--- config.mk ---
export PLATFORM = sky130hd
export DESIGN_NAME = ffha_live_cell
export DESIGN_NICKNAME = d
export VERILOG_FILES = /design/src/rtl/ffha_pkg.sv /design/src/rtl/ffha_live_cell.sv
export SDC_FILE = /design/constraint.sdc
export NUM_CORES = 1
export LEC_CHECK = 0
export BUFFER_PORTS_ARGS = -buffer_cell sky130_fd_sc_hd__buf_2
export CORE_AREA = 3 3 122 124
export CTS_BUF_LIST = sky130_fd_sc_hd__clkbuf_2
export CTS_CLUSTER_DIAMETER = 30
export DETAILED_ROUTE_END_ITERATION = 8
export DIE_AREA = 0 0 125 127
export GPL_ROUTABILITY_DRIVEN = 0
export HOLD_SLACK_MARGIN = 0.02
export MAX_ROUTING_LAYER = met4
export PLACE_DENSITY_LB_ADDON = 0.25
export SYNTH_ARGS = -nofsm -noshare
export SYNTH_HDL_FRONTEND = slang
export SYNTH_SLANG_ARGS = --single-unit
--- constraint.sdc ---
create_clock -name clock -period 2.2 [get_ports clock]
set_input_delay 0.55 -clock clock [delete_from_list [all_inputs] [get_ports clock]]
set_output_delay 0.55 -clock clock [all_outputs]
set_load 0.01 [all_outputs]
--- src/rtl/ffha_pkg.sv ---
// ----------------------------------------------------------------------------
// ffha_pkg
// Shared codes and the control word that travels along the cell chains.
// ----------------------------------------------------------------------------
package ffha_pkg;

   localparam logic [2:0] MODE_SCAN   = 3'd0;
   localparam logic [2:0] MODE_REMOVE = 3'd1;
   localparam logic [2:0] MODE_INSERT = 3'd2;
   localparam logic [2:0] MODE_MERGE  = 3'd3;
   localparam logic [2:0] MODE_DONE   = 3'd4;

   localparam logic [2:0] STATUS_OK      = 3'd0;
   localparam logic [2:0] STATUS_OOM     = 3'd1;
   localparam logic [2:0] STATUS_NULL    = 3'd2;
   localparam logic [2:0] STATUS_UNKNOWN = 3'd3;
   localparam logic [2:0] STATUS_FULL    = 3'd4;

   localparam logic REG_HEAP_BASE  = 1'b0;
   localparam logic REG_HEAP_LIMIT = 1'b1;

   typedef struct packed {
      logic       vld;
      logic [2:0] mode;
      logic       hit;
      logic       full;
   } pkt_ctl_type;

endpackage

--- src/rtl/ffha_live_cell.sv ---
// ----------------------------------------------------------------------------
// ffha_live_cell
// One entry of the live-block table and one stage of its search chain.
// ----------------------------------------------------------------------------
module ffha_live_cell import ffha_pkg::*; #(
   parameter int AW  = 32,
   parameter int CW  = 7,
   parameter int IDX = 0
) (
   input  logic          clock,
   input  logic          reset,
   input  logic [CW-1:0] count,
   input  logic [AW-1:0] key,
   input  logic          key_ok,
   input  logic          commit,
   input  logic          wr_en,
   input  logic [AW-1:0] wr_start,
   input  logic [AW-1:0] wr_len,
   input  logic [AW-1:0] nxt_start,
   input  logic [AW-1:0] nxt_len,
   input  pkt_ctl_type   pin_ctl,
   input  logic [AW-1:0] pin_b,
   output pkt_ctl_type   pout_ctl,
   output logic [AW-1:0] pout_b,
   output logic [AW-1:0] ent_start,
   output logic [AW-1:0] ent_len
);

   logic [AW-1:0] start_ff, start_in, len_ff, len_in, b_ff, b_in;
   pkt_ctl_type   ctl_ff, ctl_in;
   logic          match;

   always_comb begin
      match    = (count > CW'(IDX)) && key_ok && (start_ff == key);
      start_in = start_ff;
      len_in   = len_ff;
      ctl_in   = pin_ctl;
      b_in     = pin_b;
      if (wr_en && (count == CW'(IDX))) begin
         start_in = wr_start;
         len_in   = wr_len;
      end
      if (pin_ctl.vld) begin
         unique case (pin_ctl.mode)
            MODE_SCAN: begin
               if (match) begin
                  ctl_in.hit = 1'b1;
                  b_in       = len_ff;
                  // Live addresses are unique, so closing the gap keeps lookups exact.
                  if (commit) begin
                     start_in    = nxt_start;
                     len_in      = nxt_len;
                     ctl_in.mode = MODE_REMOVE;
                  end else begin
                     ctl_in.mode = MODE_DONE;
                  end
               end
            end
            MODE_REMOVE: begin
               start_in = nxt_start;
               len_in   = nxt_len;
            end
            default: begin
            end
         endcase
      end
   end

   always_ff @(posedge clock) begin
      if (reset) begin
         ctl_ff <= '0;
      end else begin
         ctl_ff <= ctl_in;
      end
      b_ff     <= b_in;
      start_ff <= start_in;
      len_ff   <= len_in;
   end

   assign pout_ctl  = ctl_ff;
   assign pout_b    = b_ff;
   assign ent_start = start_ff;
   assign ent_len   = len_ff;

endmodule

==> impl_summary.log <==
INFO  metric power.static_leakage = around 3.8 nW
INFO  metric die_width = about 130 um
INFO  metric max_clock_freq = 458 MHz
INFO  metric post_synth_num_cell_types = 28
INFO  metric detailedRoute.firstPassIterationCount = 4
INFO  metric grt_max_degree = 33
INFO  metric drc = 0
INFO  metric grt_pass1_vias = approximately 4500
INFO  metric detailroute.via_count = 4167
INFO  metric area.growth.synth_to_final = 50.2%
INFO  metric timing.final.max_slew_violations = 0
INFO  metric layout_worst_path_cycle_share = 0.993
INFO  metric crit_fanout = 16
INFO  metric grt_pass1_wl = roughly 23 mm
INFO  metric grt_setup_unrepaired = true
INFO  metric setup-violations-final = 0
INFO  metric num-nets-final = slightly above 900
INFO  metric most-common-layout-cells = sky130_fd_sc_hd__buf_2, sky130_fd_sc_hd__mux2_4, sky130_fd_sc_hd__dfxtp_1
INFO  metric worst_setup_path_start_kind = flip-flop
INFO  metric syn_inst = roughly 360
INFO  metric report.final.hold_viol_count = 0
INFO  metric dieArea = roughly 16000 um2
INFO  metric drt-initial-drc-count = around 110
INFO  metric yosysSeqAreaShare = 0.418
INFO  metric clk_transition_reported_paths = approximately 0.31 ns
INFO  metric num_io_pins = ~310
INFO  metric placement.cell_area = about 6800 um2
INFO  metric cts.root.buffer_cell = sky130_fd_sc_hd__clkbuf_2
INFO  metric wl = between 15 and 20 mm
INFO  metric final.setup_skew = approximately 0.035 ns
INFO  metric core_region_area = about 14000 um2
INFO  metric cts_tree = built
INFO  metric post_detailed_placement_half_perimeter_wirelength = roughly 12 mm
INFO  metric yosysWarningCount = 0
INFO  metric clkSinkCount = around 100
INFO  metric worst_slew_pin_slew = 0.415 ns
INFO  metric path_cells = xnor2_1 > nand4_1 > nor4_2 > buf_4 > nand4_4 > nand2_8 > buf_16 > mux2_2
INFO  metric post_synth_instance_area = between 4000 and 5000 um2
INFO  metric die_y = around 130 um
INFO  metric max-clock-path-buffers = 2
INFO  metric yosys_register_bits = roughly 100
INFO  metric critPathKind = flip-flop to flip-flop
INFO  metric cellPowerDensity = approximately 720 nW/um2
INFO  metric worst_ir_drop_vdd = around 430 uV
INFO  metric numCtsBuffers = 9
INFO  metric drive_gt1_frac = 0.784
INFO  metric outcome = completed
INFO  metric setup.worst_path.end_class = flip-flop
INFO  metric clock_insertion_delay_worst_skew = 0.60 ns
INFO  metric buffer_ports.inserted = 311
INFO  metric cts.hold.buffers_added = 0
INFO  metric antenna_found_initial = 0
INFO  metric final_cell_area = around 7300 um2
INFO  metric layout.filler_cells = between 1000 and 1500
INFO  metric globalRouteOverflowTotal = 0
INFO  metric critical_path_rt = approximately 2.7 ns
INFO  metric synth_fp_nets = 566
INFO  metric diodes = 0
INFO  metric post_dr_vias_cell = between 4 and 5
INFO  metric track_usage = 0.190
INFO  metric min_path_type = input port to flip-flop
INFO  metric route.detailed.wl_per_inst = between 15 and 20 um
INFO  metric final_common_cell = sky130_fd_sc_hd__buf_2
INFO  metric final_core_utilization = 0.528
INFO  metric max_cap_violations = 0
INFO  metric std_cell_rows = 43
INFO  metric avgSynthCellArea = 13.7 um2
INFO  metric worst-endpoint-arrival = roughly 2.7 ns
INFO  metric final_antenna_net_count = 0
INFO  metric maxSlewHeadroom = 0.723
INFO  metric worst_path_largest_cell_delay = ~0.4 ns
INFO  metric finalWorstPathRequiredPeriod = 2.19 ns
INFO  metric worst_path_max_delay_cell = sky130_fd_sc_hd__dfxtp_2
INFO  metric cts_htree_levels = 3
INFO  metric initial_utilization = 0.352
==> synth_stat cells, drive strengths merged <==
master	count	area, um2
nor3	1	5.00
or4	1	11.3
inv	5	18.8
a21o	1	7.51
xnor2	31	272
a21oi	1	5.00
nor2b	3	18.8
o21a	1	7.51
a2111oi	1	10.0
o21ai	2	10.0
nor4	5	46.3
buf	16	158
o22ai	1	6.26
nand2	4	25.0
dfxtp	102	2040
a22o	1	8.76
nand4	16	106
nor3b	1	7.51
mux2	160	2100
nor2	1	3.75
and3	1	6.26
a221o	1	10.0
==> kinds of logic after synthesis <==
| group | synth area share |
|---|---|
| simple gates | 0.0471 |
| mux | 0.430 |
| xor+xnor | 0.0556 |
| flops | 0.418 |
| buf+inv | 0.0361 |
| compound gates | 0.0133 |
==> final cells by class <==
class | instances | area, um2 | area share
multi-input combinational | 233 | 2930 | 0.400
sequential | 102 | 2050 | 0.280
timing repair buffer | 348 | 2000 | 0.273
tap | 180 | 225 | 0.0307
clock inverter | 7 | 57.6 | 0.00785
clock buffer | 9 | 45.0 | 0.00614
inverter | 5 | 18.8 | 0.00256
==> what timing repair did <==
action	CTS	global route
resized for setup	19	47
setup endpoints to repair	65	95
pin swaps	5	1
gates cloned	1	5
buffers inserted	2	1
==> worst paths after layout <==
check | from | end | slack [ns] | cells past startpoint
worst max-delay path | ent_start[23] | ent_start[4] | 0.01 | 8
worst min-delay path | pin_b[10] | pout_b[10] | 0.14 | 2
worst min register to register | ent_len[21] | pout_b[21] | 0.54 | 1
worst max register to register | ent_start[23] | ent_start[4] | 0.01 | 8
==> critical path: cells and delay by family, from the launching register on <==
kind	cells	cell delay, ns
simple gates	4	0.79
xor+xnor	1	0.23
buf+inv	2	0.37
mux	1	0.34
flops	1	0.40
==> stage by stage <==
stage                     std cells  hold WS (ns)  worst slack [ns]  TNS [ns]  power [W]
after floorplan                 356         0.546           -0.0943     -7.06    0.00346
after global placement          859         0.490            -0.514    -41.71    0.00423
after detailed placement        859         0.497            -0.617    -48.18    0.00428
after CTS                       878        0.0466          -0.00696   -0.0126    0.00521
after global routing            884        0.0306           -0.0850     -3.13    0.00559
final                           884         0.140            0.0145         0    0.00527
==> layer usage <==
layer / global-route usage / vias up / share of wire
met5: - / - / 0
met4: 0.0708 / 0 / 0.021
met3: 0.0439 / 20 / 0.063
met2: 0.341 / 183 / 0.52
met1: 0.206 / 1988 / 0.39
li1: - / 1976 / -
==> sequential cells by signal (all words and copies together), names as in the netlist <==
name	flops
ent_start	32
pout_ctl	6
pout_b	32
ent_len	32
==> where the power goes <==
part,switching (W),total [W],internal (W)
clock,0.000680,0.000845,0.000165
combinational,0.000710,0.00197,0.00126
sequential,0.000277,0.00246,0.00219
Note: power is estimated with default switching activity, not from simulation.
